`src/rtl/core/cpfv_pkg.sv`:
```
// cpfv_pkg: shared types, constants and helper functions for the
// individual/company number check digit validator. No dependencies.
`default_nettype none

package cpfv_pkg;

  // number of digits an individual or a company number must have
  localparam logic [3:0] CPF_DIGITS  = 4'd11;
  localparam logic [3:0] CNPJ_DIGITS = 4'd14;

  // ascii range of decimal digits
  localparam logic [7:0] CHAR_ZERO = 8'h30;
  localparam logic [7:0] CHAR_NINE = 8'h39;

  // x / 11 approximated as (x * 372) >> 12, never above the true quotient
  localparam int unsigned MOD_RECIP = 372;
  localparam int unsigned RECIP_SHIFT = 12;
  localparam logic [4:0] MOD_BASE = 5'd11;

  // input item and result item
  typedef struct packed {
    logic [7:0] char_code;
    logic       end_of_text;
  } in_t;

  typedef struct packed {
    logic       valid_res;
    logic [1:0] verdict_code;
  } out_t;

  typedef enum logic [1:0] {
    VERDICT_OK       = 2'd0,
    VERDICT_COUNT    = 2'd1,
    VERDICT_SAME     = 2'd2,
    VERDICT_MISMATCH = 2'd3
  } verdict_t;

  // queue entry between front and back
  typedef enum logic {
    KIND_DIGIT = 1'b0,
    KIND_END   = 1'b1
  } kind_t;

  typedef struct packed {
    kind_t      kind;
    logic [3:0] digit;
  } q_entry_t;

  // front to queue
  typedef struct packed {
    logic     push;
    q_entry_t entry;
  } push_t;

  // queue to front/back
  typedef struct packed {
    logic     full;
    logic     empty;
    q_entry_t head;
  } q_status_t;

  // weight of the first check digit sum at a digit position
  function automatic logic [3:0] weight_first(input logic mode, input logic [3:0] pos);
    logic [3:0] w;
    w = 4'd0;
    if (mode) begin
      if (pos < 4'd9) w = 4'd10 - pos;
    end else begin
      unique case (pos)
        4'd0:    w = 4'd5;
        4'd1:    w = 4'd4;
        4'd2:    w = 4'd3;
        4'd3:    w = 4'd2;
        4'd4:    w = 4'd9;
        4'd5:    w = 4'd8;
        4'd6:    w = 4'd7;
        4'd7:    w = 4'd6;
        4'd8:    w = 4'd5;
        4'd9:    w = 4'd4;
        4'd10:   w = 4'd3;
        4'd11:   w = 4'd2;
        default: w = 4'd0;
      endcase
    end
    return w;
  endfunction

  // weight of the second check digit sum at a digit position
  function automatic logic [3:0] weight_second(input logic mode, input logic [3:0] pos);
    logic [3:0] w;
    w = 4'd0;
    if (mode) begin
      if (pos < 4'd10) w = 4'd11 - pos;
    end else begin
      unique case (pos)
        4'd0:    w = 4'd6;
        4'd1:    w = 4'd5;
        4'd2:    w = 4'd4;
        4'd3:    w = 4'd3;
        4'd4:    w = 4'd2;
        4'd5:    w = 4'd9;
        4'd6:    w = 4'd8;
        4'd7:    w = 4'd7;
        4'd8:    w = 4'd6;
        4'd9:    w = 4'd5;
        4'd10:   w = 4'd4;
        4'd11:   w = 4'd3;
        4'd12:   w = 4'd2;
        default: w = 4'd0;
      endcase
    end
    return w;
  endfunction

  // check digit of a sum: r = sum mod 11, digit 0 if r < 2 else 11 - r
  function automatic logic [3:0] check_digit(input logic [9:0] sum);
    logic [18:0] prod;
    logic [6:0]  quot;
    logic [10:0] qx11;
    logic [4:0]  rem;
    logic [3:0]  res;
    prod = 19'(sum) * 19'(MOD_RECIP);
    quot = prod[18:RECIP_SHIFT];
    qx11 = 11'(quot) * 11'(MOD_BASE);
    rem  = 5'(11'(sum) - qx11);
    if (rem >= MOD_BASE) rem = rem - MOD_BASE;
    if (rem < 5'd2) res = 4'd0;
    else res = 4'(MOD_BASE - rem);
    return res;
  endfunction

endpackage

`default_nettype wire

```
`src/rtl/core/cpf_cnpj_check_digit_validator_top.sv`:
```
// Check digit validator for 11-digit individual and 14-digit company
// numbers: top level. Depends on cpfv_pkg, cpfv_front, cpfv_queue, cpfv_back.
//
// Usage:
//   item channel (item_valid / item_stall / item_data): one text byte per
//   transfer; bytes outside '0'..'9' are dropped, a transfer with
//   end_of_text set closes the string and yields one verdict.
//   result channel (res_valid / res_stall / res_data): one verdict per
//   string, valid_res plus verdict_code (ok, count, all equal, mismatch).
//   cfg channel (cfg_valid / cfg_ready / cfg_data): individual_mode, always
//   ready; write it between strings.
// Throughput: one byte per cycle while item_stall is low; the back end
// forms each weighted product and sum combinationally.
// Verdict path: the end marker is stored in the queue; once it is at the head
// and the output register is free, it is judged and the verdict registered.
// Reset: mode returns to individual numbers, sums and counts clear, the
// queue empties and no result is pending.
// Stall: while res_stall holds a verdict, digits keep draining but the next
// end marker waits in the queue; once the queue fills, item_stall rises.
`default_nettype none

module cpf_cnpj_check_digit_validator_top #(
  parameter int QUEUE_DEPTH = 2
) (
  input  wire logic           clk,
  input  wire logic           rst,
  input  wire logic           item_valid,
  output logic                item_stall,
  input  wire cpfv_pkg::in_t  item_data,
  output logic                res_valid,
  input  wire logic           res_stall,
  output cpfv_pkg::out_t      res_data,
  input  wire logic           cfg_valid,
  output logic                cfg_ready,
  input  wire logic           cfg_data
);

  cpfv_pkg::push_t     push;
  cpfv_pkg::q_status_t q_status;
  logic                pop;

  assign cfg_ready = 1'b1;

  // accept and classify
  cpfv_front u_front (
    .item_valid (item_valid),
    .item_data  (item_data),
    .q_status   (q_status),
    .item_stall (item_stall),
    .push       (push)
  );

  // decoupling queue
  cpfv_queue #(
    .QUEUE_DEPTH (QUEUE_DEPTH)
  ) u_queue (
    .clk      (clk),
    .rst      (rst),
    .push     (push),
    .pop      (pop),
    .q_status (q_status)
  );

  // accumulate and judge
  cpfv_back u_back (
    .clk       (clk),
    .rst       (rst),
    .cfg_we    (cfg_valid && cfg_ready),
    .cfg_data  (cfg_data),
    .q_status  (q_status),
    .pop       (pop),
    .res_stall (res_stall),
    .res_valid (res_valid),
    .res_data  (res_data)
  );

  // no push into a full queue
  a_no_overflow: assert property (@(posedge clk) disable iff (rst)
    push.push |-> !q_status.full)
    else $error("push into full queue");

  // no pop from an empty queue
  a_no_underflow: assert property (@(posedge clk) disable iff (rst)
    pop |-> !q_status.empty)
    else $error("pop from empty queue");

  // a new result only follows an end entry taken by the back end
  a_result_source: assert property (@(posedge clk) disable iff (rst)
    $rose(res_valid) |-> $past(pop && (q_status.head.kind == cpfv_pkg::KIND_END)))
    else $error("result without end entry");

endmodule

`default_nettype wire

```
`src/rtl/core/cpfv_front.sv`:
```
// cpfv_front: accepts text bytes, drops non-digits, and pushes digit and
// end entries into the queue. Depends on cpfv_pkg.
`default_nettype none

module cpfv_front (
  input  wire logic             item_valid,
  input  wire cpfv_pkg::in_t    item_data,
  input  wire cpfv_pkg::q_status_t q_status,
  output logic                  item_stall,
  output cpfv_pkg::push_t       push
);

  logic accept;
  logic is_digit;

  // hold off the sender only while the queue is full
  assign item_stall = q_status.full;
  assign accept     = item_valid && !q_status.full;

  // classify the byte
  assign is_digit = (item_data.char_code >= cpfv_pkg::CHAR_ZERO) &&
                    (item_data.char_code <= cpfv_pkg::CHAR_NINE);

  always_comb begin
    push.push        = accept && (item_data.end_of_text || is_digit);
    push.entry.kind  = item_data.end_of_text ? cpfv_pkg::KIND_END : cpfv_pkg::KIND_DIGIT;
    // low nibble of an ascii digit is its value
    push.entry.digit = item_data.char_code[3:0];
  end

endmodule

`default_nettype wire

```
`src/rtl/core/cpfv_queue.sv`:
```
// cpfv_queue: short fifo of classified entries between front and back.
// Depends on cpfv_pkg.
`default_nettype none

module cpfv_queue #(
  parameter int QUEUE_DEPTH = 2
) (
  input  wire logic              clk,
  input  wire logic              rst,
  input  wire cpfv_pkg::push_t   push,
  input  wire logic              pop,
  output cpfv_pkg::q_status_t    q_status
);

  localparam int PTR_W = $clog2(QUEUE_DEPTH);
  localparam int CNT_W = $clog2(QUEUE_DEPTH + 1);

  cpfv_pkg::q_entry_t entries [QUEUE_DEPTH];
  logic [PTR_W-1:0]   wr_ptr;
  logic [PTR_W-1:0]   rd_ptr;
  logic [CNT_W-1:0]   count;
  logic               do_push;
  logic               do_pop;

  assign do_push = push.push && (count != CNT_W'(QUEUE_DEPTH));
  assign do_pop  = pop && (count != '0);

  // entry storage
  always_ff @(posedge clk) begin
    if (do_push) begin
      entries[wr_ptr] <= push.entry;
    end
  end

  // pointers and fill count
  always_ff @(posedge clk) begin
    if (rst) begin
      wr_ptr <= '0;
      rd_ptr <= '0;
      count  <= '0;
    end else begin
      if (do_push) begin
        if (wr_ptr == PTR_W'(QUEUE_DEPTH - 1)) wr_ptr <= '0;
        else wr_ptr <= wr_ptr + 1'b1;
      end
      if (do_pop) begin
        if (rd_ptr == PTR_W'(QUEUE_DEPTH - 1)) rd_ptr <= '0;
        else rd_ptr <= rd_ptr + 1'b1;
      end
      if (do_push && !do_pop) count <= count + 1'b1;
      else if (do_pop && !do_push) count <= count - 1'b1;
    end
  end

  always_comb begin
    q_status.full  = (count == CNT_W'(QUEUE_DEPTH));
    q_status.empty = (count == '0);
    q_status.head  = entries[rd_ptr];
  end

endmodule

`default_nettype wire

```
`src/rtl/core/cpfv_back.sv`:
```
// cpfv_back: weighted digit accumulation, verdict on the end entry and
// the result output register; holds the mode register. Depends on cpfv_pkg.
`default_nettype none

module cpfv_back (
  input  wire logic                clk,
  input  wire logic                rst,
  input  wire logic                cfg_we,
  input  wire logic                cfg_data,
  input  wire cpfv_pkg::q_status_t q_status,
  output logic                     pop,
  input  wire logic                res_stall,
  output logic                     res_valid,
  output cpfv_pkg::out_t           res_data
);

  logic       individual_mode;
  logic [3:0] digit_count, digit_count_next;
  logic [3:0] first_digit, first_digit_next;
  logic       all_same, all_same_next;
  logic [9:0] first_sum, first_sum_next;
  logic [9:0] second_sum, second_sum_next;
  logic [3:0] previous_digit, previous_digit_next;
  logic [3:0] latest_digit, latest_digit_next;

  logic       out_free;
  logic       take_digit;
  logic       take_end;
  logic [3:0] w1, w2;
  logic [7:0] prod1, prod2;
  logic [3:0] need;
  logic [3:0] check1, check2;
  cpfv_pkg::verdict_t verdict;

  // mode register
  always_ff @(posedge clk) begin
    if (rst) begin
      individual_mode <= 1'b1;
    end else if (cfg_we) begin
      individual_mode <= cfg_data;
    end
  end

  // digits always drain; an end entry waits for a free output register
  assign out_free   = !res_valid || !res_stall;
  assign take_digit = !q_status.empty && (q_status.head.kind == cpfv_pkg::KIND_DIGIT);
  assign take_end   = !q_status.empty && (q_status.head.kind == cpfv_pkg::KIND_END) && out_free;
  assign pop        = take_digit || take_end;

  // weighted products for the current position
  always_comb begin
    w1    = cpfv_pkg::weight_first(individual_mode, digit_count);
    w2    = cpfv_pkg::weight_second(individual_mode, digit_count);
    prod1 = 8'(q_status.head.digit) * 8'(w1);
    prod2 = 8'(q_status.head.digit) * 8'(w2);
  end

  // verdict from the accumulated state
  always_comb begin
    need   = individual_mode ? cpfv_pkg::CPF_DIGITS : cpfv_pkg::CNPJ_DIGITS;
    check1 = cpfv_pkg::check_digit(first_sum);
    check2 = cpfv_pkg::check_digit(second_sum);
    if (digit_count != need) verdict = cpfv_pkg::VERDICT_COUNT;
    else if (all_same) verdict = cpfv_pkg::VERDICT_SAME;
    else if ((check1 != previous_digit) || (check2 != latest_digit))
      verdict = cpfv_pkg::VERDICT_MISMATCH;
    else verdict = cpfv_pkg::VERDICT_OK;
  end

  // next accumulation state
  always_comb begin
    digit_count_next    = digit_count;
    first_digit_next    = first_digit;
    all_same_next       = all_same;
    first_sum_next      = first_sum;
    second_sum_next     = second_sum;
    previous_digit_next = previous_digit;
    latest_digit_next   = latest_digit;
    if (take_digit) begin
      first_sum_next      = first_sum + 10'(prod1);
      second_sum_next     = second_sum + 10'(prod2);
      if (digit_count == 4'd0) first_digit_next = q_status.head.digit;
      else if (q_status.head.digit != first_digit) all_same_next = 1'b0;
      previous_digit_next = latest_digit;
      latest_digit_next   = q_status.head.digit;
      if (digit_count != 4'd15) digit_count_next = digit_count + 4'd1;
    end else if (take_end) begin
      digit_count_next    = 4'd0;
      first_digit_next    = 4'd0;
      all_same_next       = 1'b1;
      first_sum_next      = 10'd0;
      second_sum_next     = 10'd0;
      previous_digit_next = 4'd0;
      latest_digit_next   = 4'd0;
    end
  end

  // accumulation registers
  always_ff @(posedge clk) begin
    if (rst) begin
      digit_count    <= 4'd0;
      first_digit    <= 4'd0;
      all_same       <= 1'b1;
      first_sum      <= 10'd0;
      second_sum     <= 10'd0;
      previous_digit <= 4'd0;
      latest_digit   <= 4'd0;
    end else begin
      digit_count    <= digit_count_next;
      first_digit    <= first_digit_next;
      all_same       <= all_same_next;
      first_sum      <= first_sum_next;
      second_sum     <= second_sum_next;
      previous_digit <= previous_digit_next;
      latest_digit   <= latest_digit_next;
    end
  end

  // result output register
  always_ff @(posedge clk) begin
    if (rst) begin
      res_valid <= 1'b0;
    end else if (take_end) begin
      res_valid <= 1'b1;
    end else if (!res_stall) begin
      res_valid <= 1'b0;
    end
  end

  always_ff @(posedge clk) begin
    if (take_end) begin
      res_data.valid_res    <= (verdict == cpfv_pkg::VERDICT_OK);
      res_data.verdict_code <= verdict;
    end
  end

endmodule

`default_nettype wire
```
`config.mk`:
```
export PLATFORM = sky130hd
export DESIGN_NAME = cpf_cnpj_check_digit_validator_top
export DESIGN_NICKNAME = d
export VERILOG_FILES = /design/src/rtl/core/cpfv_pkg.sv /design/src/rtl/core/cpf_cnpj_check_digit_validator_top.sv /design/src/rtl/core/cpfv_front.sv /design/src/rtl/core/cpfv_queue.sv /design/src/rtl/core/cpfv_back.sv
export SDC_FILE = /design/constraint.sdc
export NUM_CORES = 1
export LEC_CHECK = 0
export ABC_AREA = 1
export BUFFER_PORTS_ARGS = -buffer_cell sky130_fd_sc_hd__buf_2
export CAP_MARGIN = 20
export CORE_ASPECT_RATIO = 0.7
export CORE_UTILIZATION = 50
export DETAILED_ROUTE_END_ITERATION = 10
export PLACE_DENSITY_LB_ADDON = 0.15
export SETUP_SLACK_MARGIN = 0.1
export SYNTH_ARGS = -nofsm -noshare
export SYNTH_HDL_FRONTEND = slang
export SYNTH_SLANG_ARGS = --single-unit
```
`constraint.sdc`:
```
create_clock -name clk -period 6.2 [get_ports clk]
set_input_delay 0 -clock clk [delete_from_list [all_inputs] [get_ports clk]]
set_output_delay 0 -clock clk [all_outputs]
set_load 0.05 [all_outputs]
```
# After elaboration in Yosys (flattened, before gate mapping)
# Memory sizes are Yosys's and may differ from the RTL's. A register that Yosys moved wholly into a read port is not among the register bits.
# Index checks and enable logic that the tools add are counted.
# totals
reg_bits,46
latchBits,0
ram_bits,10
mem_bits_ro,128
input_bits,15
elab_cells,129
memories,3
# classes
n_addsub,15
multipliers,6
n_div,0
order_cmp,8
eq_ne,12
n_shift,0
muxes,41
bitwise,1
n_reduce_logical,29
# memory_table
memory,words,width,read_ports,rd_ports_with_merged_regs,wr,line_no,rtl
(name not given),16,4,1,1,0,cpfv_pkg.sv:69,unique case (pos)
(name not given),16,4,1,1,0,cpfv_pkg.sv:95,unique case (pos)
u_queue.entries,2,5,1,1,1,cpfv_queue.sv:18,cpfv_pkg::q_entry_t entries [QUEUE_DEPTH];
# op_table
op,n
2-to-1 mux 4 bit,17
multiplier 10 x 7 -> 17 bit (second input constant),2
2-to-1 mux 10 bit,3
adder 10 x 8 -> 10 bit,2
multiplier 4 x 4 -> 8 bit,2
!= test 4 bit,4
subtractor 4 bit (first input constant),4
multiplier 7 x 4 -> 5 bit (second input constant),2
2-to-1 mux 1 bit,13
greater-or-equal comparator 5 x 4 -> 1 bit (second input constant),2
logical AND 1 bit,10
< comparator 5 x 2 -> 1 bit (second input constant),2
2-to-1 mux 2 bit,5
2-to-1 mux 5 bit,2
!= test 2 bit (second input constant),5
subtractor 5 x 4 -> 5 bit (second input constant),2
subtractor 5 bit,2
greater-or-equal comparator 8 x 6 -> 1 bit (second input constant),1
less-or-equal comparator 8 x 6 -> 1 bit (second input constant),1
< comparator 4 bit (second input constant),2
logical NOT 1 bit,6
nonzero test 2 bit,3
adder 4 x 1 -> 4 bit (second input constant),1
logical NOT 2 bit,2
other kinds (12),17

# Logic depth before layout (Yosys ltp)
# logic_depth
word_depth,13
mapped_depth,47
mapped_depth_nobuf,47

# By module
# A second synthesis with hierarchy kept.
# hier_totals
cells_unflattened,1205
hier_area_um2,8687.1
# modules_own_cells
module,instances,cells_each,area_each_um2
cpfv_back,1,1134,7970.1
cpfv_queue,1,52,609.3
cpfv_front,1,17,96.3
cpf_cnpj_check_digit_validator_top,1,2,11.3

# Least setup slack after synthesis
# No wires, ideal clock.
# synth_path
path_kind,flip-flop to flip-flop
startpoint,reg u_back.first_sum[2]
endpoint,"reg, netlist name u_back.res_data[1]"
arrival_ns,6.224
required_ns,5.951
setup_slack_ns,-0.273
stages_incl_launch_ff,39
period_less_slack_ns,6.473
path_cell_list,dfxtp_1 -> ha_1 -> fa_1 -> fa_1 -> inv_1 -> fa_1 -> inv_1 -> ha_1 -> a21oi_1 -> nor2_1 -> nor2_1 -> nand3_1 -> nand2_1 -> inv_1 -> ha_1 -> inv_1 -> fa_1 -> fa_1 -> [3 not listed] -> nand2_1 -> nand2_1 -> nand2_1 -> nand2_1 -> inv_1 -> nand2_4 -> nand2_4 -> nand3_1 -> nand2_2 -> nand2_1 -> inv_1 -> nand2_1 -> nand3_1 -> nand3_2 -> nor2_4 -> nand3_2 -> nand2_1 -> inv_1
# synth_between
elab_chain_cells,12
word_cells_on_any_way,14
cone_classes,3 x add/sub; 2 x mul; 2 x order compare; 1 x eq/ne; 5 x mux; 1 x reduce/logical
# synth_lines
element,line_no,rtl
from (decl),cpfv_back.sv:21,"logic [9:0] first_sum, first_sum_next;"
from (signal assigned),cpfv_back.sv:112,first_sum <= first_sum_next;
multiplier 10 x 7 -> 17 bit,cpfv_pkg.sv:122,prod = 19'(sum) * 19'(MOD_RECIP);
multiplier 7 x 4 -> 5 bit,cpfv_pkg.sv:124,qx11 = 11'(quot) * 11'(MOD_BASE);
subtractor 5 bit (*),cpfv_pkg.sv:125,rem = 5'(11'(sum) - qx11);
subtractor 5 x 4 -> 5 bit / greater-or-equal comparator 5 x 4 -> 1 bit (equally long branches),cpfv_pkg.sv:126,if (rem >= MOD_BASE) rem = rem - MOD_BASE;
2-to-1 mux 5 bit (*),cpfv_pkg.sv:126,
subtractor 4 bit / < comparator 5 x 2 -> 1 bit (equally long branches),"cpfv_pkg.sv:128, cpfv_pkg.sv:127",
2-to-1 mux 4 bit (*),cpfv_pkg.sv:127,if (rem < 5'd2) res = 4'd0;
!= test 4 bit (*),cpfv_back.sv:65,else if ((check1 != previous_digit) || (check2 != latest_digit))
logical OR 1 bit (*),cpfv_back.sv:65,
2-to-1 mux 2 bit (*),cpfv_back.sv:65,
2-to-1 mux 2 bit (*),cpfv_back.sv:64,else if (all_same) verdict = cpfv_pkg::VERDICT_SAME;
2-to-1 mux 2 bit (*),cpfv_back.sv:63,if (digit_count != need) verdict = cpfv_pkg::VERDICT_COUNT;
net u_back.verdict[1],cpfv_back.sv:33,cpfv_pkg::verdict_t verdict;
# Mark *: on every way through the listed nets, which the timed path passes. The rest lies on a longest branch.
# A chain may end at the register's enable or synchronous reset.

# Final worst setup path
# layout_path
startpoint,reg u_back.first_sum[5]
endpoint,"reg, netlist name u_back.res_data[1]"
# layout_between
elab_chain_cells,12
word_cells_on_any_way,14
cone_classes,3 x add/sub; 2 x mul; 2 x order compare; 1 x eq/ne; 5 x mux; 1 x reduce/logical
# layout_lines
element,line_no
multiplier 10 x 7 -> 17 bit (*),cpfv_pkg.sv:122
multiplier 7 x 4 -> 5 bit (*),cpfv_pkg.sv:124
subtractor 5 bit (*),cpfv_pkg.sv:125
subtractor 5 x 4 -> 5 bit / greater-or-equal comparator 5 x 4 -> 1 bit (equally long branches),cpfv_pkg.sv:126
2-to-1 mux 5 bit (*),cpfv_pkg.sv:126
subtractor 4 bit / < comparator 5 x 2 -> 1 bit (equally long branches),"cpfv_pkg.sv:128, cpfv_pkg.sv:127"
2-to-1 mux 4 bit (*),cpfv_pkg.sv:127
!= test 4 bit (*),cpfv_back.sv:65
logical OR 1 bit (*),cpfv_back.sv:65
2-to-1 mux 2 bit (*),cpfv_back.sv:65
2-to-1 mux 2 bit (*),cpfv_back.sv:64
2-to-1 mux 2 bit (*),cpfv_back.sv:63
net u_back.verdict[1],cpfv_back.sv:33
# Marks and branches as above.

==> out/results.ini <==
[status]
run_status=finished, violations left
violations=negative setup slack

[grt]
first_global_vias=7375
grt_remaining_overflow=0
antenna_found_initial=2
grt_pass1_wl_um=34050
grt_start_max_net_pins=38
track_usage_pct=23.32

[floorplanning]
fp.dieH_um=112.6
initial_core_util_pct=51.01
io_pins=21
num_rows=40
core_area_sq_um=17120
die_w_um=159.9
dieArea_sq_um=18000

[layout]
area_delta_synth_final_pct=23.26
multi_input_area_sq_um=6750
drive_gt1_share_pct=22.28
num_antenna_cells=0
seqCellArea_sq_um=1466
fin_nets=1558
n_fill_cell=1547

[synthesis]
syn-cell-area_sq_um=8731
synth-seq-cells=65
async_flop_share_pct=0
synth_top_area_share_pct=20.92
yosysWarnings=0
avgSynthCellArea_sq_um=7.174
syn_inst=1217
ys_types=46
synth_top_flop_cell=dfxtp_1
syn-num-nets=1438
synth_top_area_cell=ha_1
synth_edf_count=13
seq_area_frac_synth_pct=16.39
yosys-top-cells-area=ha_1 (21%), fa_1 (14%), dfxtp_1 (12%)

[timing]
hold_violations=0
maxSlewViolCount=0
finClkSkew_ps=7.488
finalSetupViolCount=3
max_freq_mhz=155.8
worstMarginPinSlew_ps=823.5
max_slew_margin_pct=44.73
fin_crit_ps=6419
rsz0062_at_grt=true
setup_ws_ps=-218.6
fin_crit_sh_pct=103.5
tns_ps=-541.6

[clocking]
clk_pin_slew_ps=60
clock_latency_ps=340
cts.sinks=65
cts_tree=yes
clk_path_buf_depth=2
cts_buffers=9
h-tree-depth=3
root_buffer=clkbuf_16

[critical_path]
worstPathRequired_ps=6290
slowest_stage=fa_1
critPathArrivalTime_ps=6510
criticalPathCategory=flop to flop
worstSetupEndpointType=flop
slowest_delay_ps=510
path_buf_inv=9
cp_max_fo=5
cp_common_cell=nand2_1
start_kind=flop
critPathTopFamily=adder cells

[route]
drcViolationCount=0
drt-initial-drc-count=301
avgViaCountPerCell=4.801
vias=7552
drt.antenna.violating_nets=0
finalWirelength_um=19650
dr.pass1.iters=5
wl_per_cell_um=12.49

[placement]
io_buffers=19
hpwl_um=16060
place_congestion=0.8317

[job]
cap_violations=0

[worst_hold_path]
min_path_type=input port to flop

==> logic make-up (layout without fill, tap and decap cells) <==
family,count (synthesis),count (layout),synth area share (%)
fa+ha+maj,206,206,34.68
compound gates,132,132,8.384
other cells,1,1,0.04295
simple gates,496,496,25.62
buf+inv,296,421,12.77
flops,65,65,16.39
xor+xnor,21,21,2.107
==> routing by layer <==
metal / GRT usage (%) / wire length (um) / vias to the layer above
met1: 35.44 / 10760 / 3384
li1: - / - / 4027
met4: 5.333 / 247 / 0
met5: 0 / 0 / -
met3: 3.585 / 814 / 22
met2: 34.41 / 7828 / 119
==> final timing paths <==
kind	cells after the start	slack (ps)	endpoint	startpoint
worst min register to register	1	450	u_queue.rd_ptr	u_queue.rd_ptr
worst max-delay path	41	-220	u_back.res_data[1]	u_back.first_sum[5]
worst min-delay path	5	170	u_queue.wr_ptr	item_valid
worst max register to register	41	-220	u_back.res_data[1]	u_back.first_sum[5]
==> worst register-to-register path: cells and delay by family, from the launching register on <==
family | cells | cell delay, ps
AO/OA/AOI/OAI | 1 | 150
XOR/XNOR | 1 | 140
adder cells (fa/ha/maj) | 8 | 3110
buffers and inverters | 9 | 570
flip-flops | 1 | 380
AND/OR/NAND/NOR | 22 | 1830
==> cell usage after synthesis, types with 3 or more instances <==
| cell | n |
|---|---|
| nor2_4 | 3 |
| xor2_1 | 11 |
| o21ai_1 | 8 |
| clkbuf_1 | 11 |
| edfxtp_1 | 13 |
| nor2_1 | 89 |
| xnor2_1 | 10 |
| nand2_4 | 7 |
| nand4_1 | 11 |
| nor2_2 | 5 |
| nand2_2 | 20 |
| clkinv_1 | 3 |
| nand2_1 | 273 |
| o21ai_0 | 36 |
| inv_2 | 5 |
| nand3_2 | 11 |
| inv_1 | 276 |
| dfxtp_1 | 52 |
| nand3b_1 | 5 |
| a21oi_1 | 65 |
| o21bai_1 | 5 |
| or2_2 | 12 |
| ha_1 | 146 |
| nand3_1 | 49 |
| nor3_1 | 5 |
| a21oi_2 | 3 |
| fa_1 | 60 |
==> layout by cell type, fill, tap and decap left out, drive strengths merged, types with 2 or more instances in the layout <==
master / netlist / routed
or2: 12 / 12
o22ai: 2 / 2
nand3: 60 / 60
fa: 60 / 60
xnor2: 10 / 10
a21oi: 68 / 68
clkinv: 3 / 5
clkinvlp: 0 / 3
ha: 146 / 146
o21ai: 46 / 46
o21bai: 5 / 5
nand2: 300 / 300
buf: 1 / 113
a211oi: 2 / 2
inv: 281 / 282
dlygate4sd3: 0 / 8
xor2: 11 / 11
dfxtp: 52 / 52
o21a: 2 / 2
clkbuf: 11 / 9
o31ai: 2 / 2
nand4: 12 / 12
nor2: 97 / 97
nor3: 6 / 6
nand3b: 5 / 5
edfxtp: 13 / 13
==> layout make-up <==
cell class / count / share of cell area (%)
Tap cell: 231 / 2.686
Clock buffer: 9 / 2.093
Sequential cell: 65 / 13.63
Timing Repair Buffer: 121 / 8.290
Multi-Input combinational cell: 856 / 62.73
Inverter: 284 / 9.929
Clock inverter: 7 / 0.6511
==> metrics by stage <==
| step | util [%] | hold slack, ps | area (sq um) | setup slack, ps | cells |
|---|---|---|---|---|---|
| 2_1_floorplan | - | 98.87 | 8916 | 106.0 | 1217 |
| 3_3_place_gp | 57.57 | 199.9 | 9854 | -221.8 | 1535 |
| 3_5_place_dp | 57.57 | 202.2 | 9854 | -306.1 | 1535 |
| 4_1_cts | 60.69 | 141.0 | 10390 | -251.0 | 1568 |
| 5_1_grt | 62.87 | 224.9 | 10760 | -657.2 | 1573 |
| 6_report | 62.87 | 168.6 | 10760 | -218.6 | 1573 |
==> what timing repair did <==
item	CTS	global route
setup buffers	9	5
gates resized for setup	17	67
pin swaps	38	63
hold endpoints to repair	12	0
setup endpoints to repair	3	3
hold buffers	8	0
Power is not shown: default switching activity piles up to over one toggle a cycle in this logic, so the estimate is an artifact.
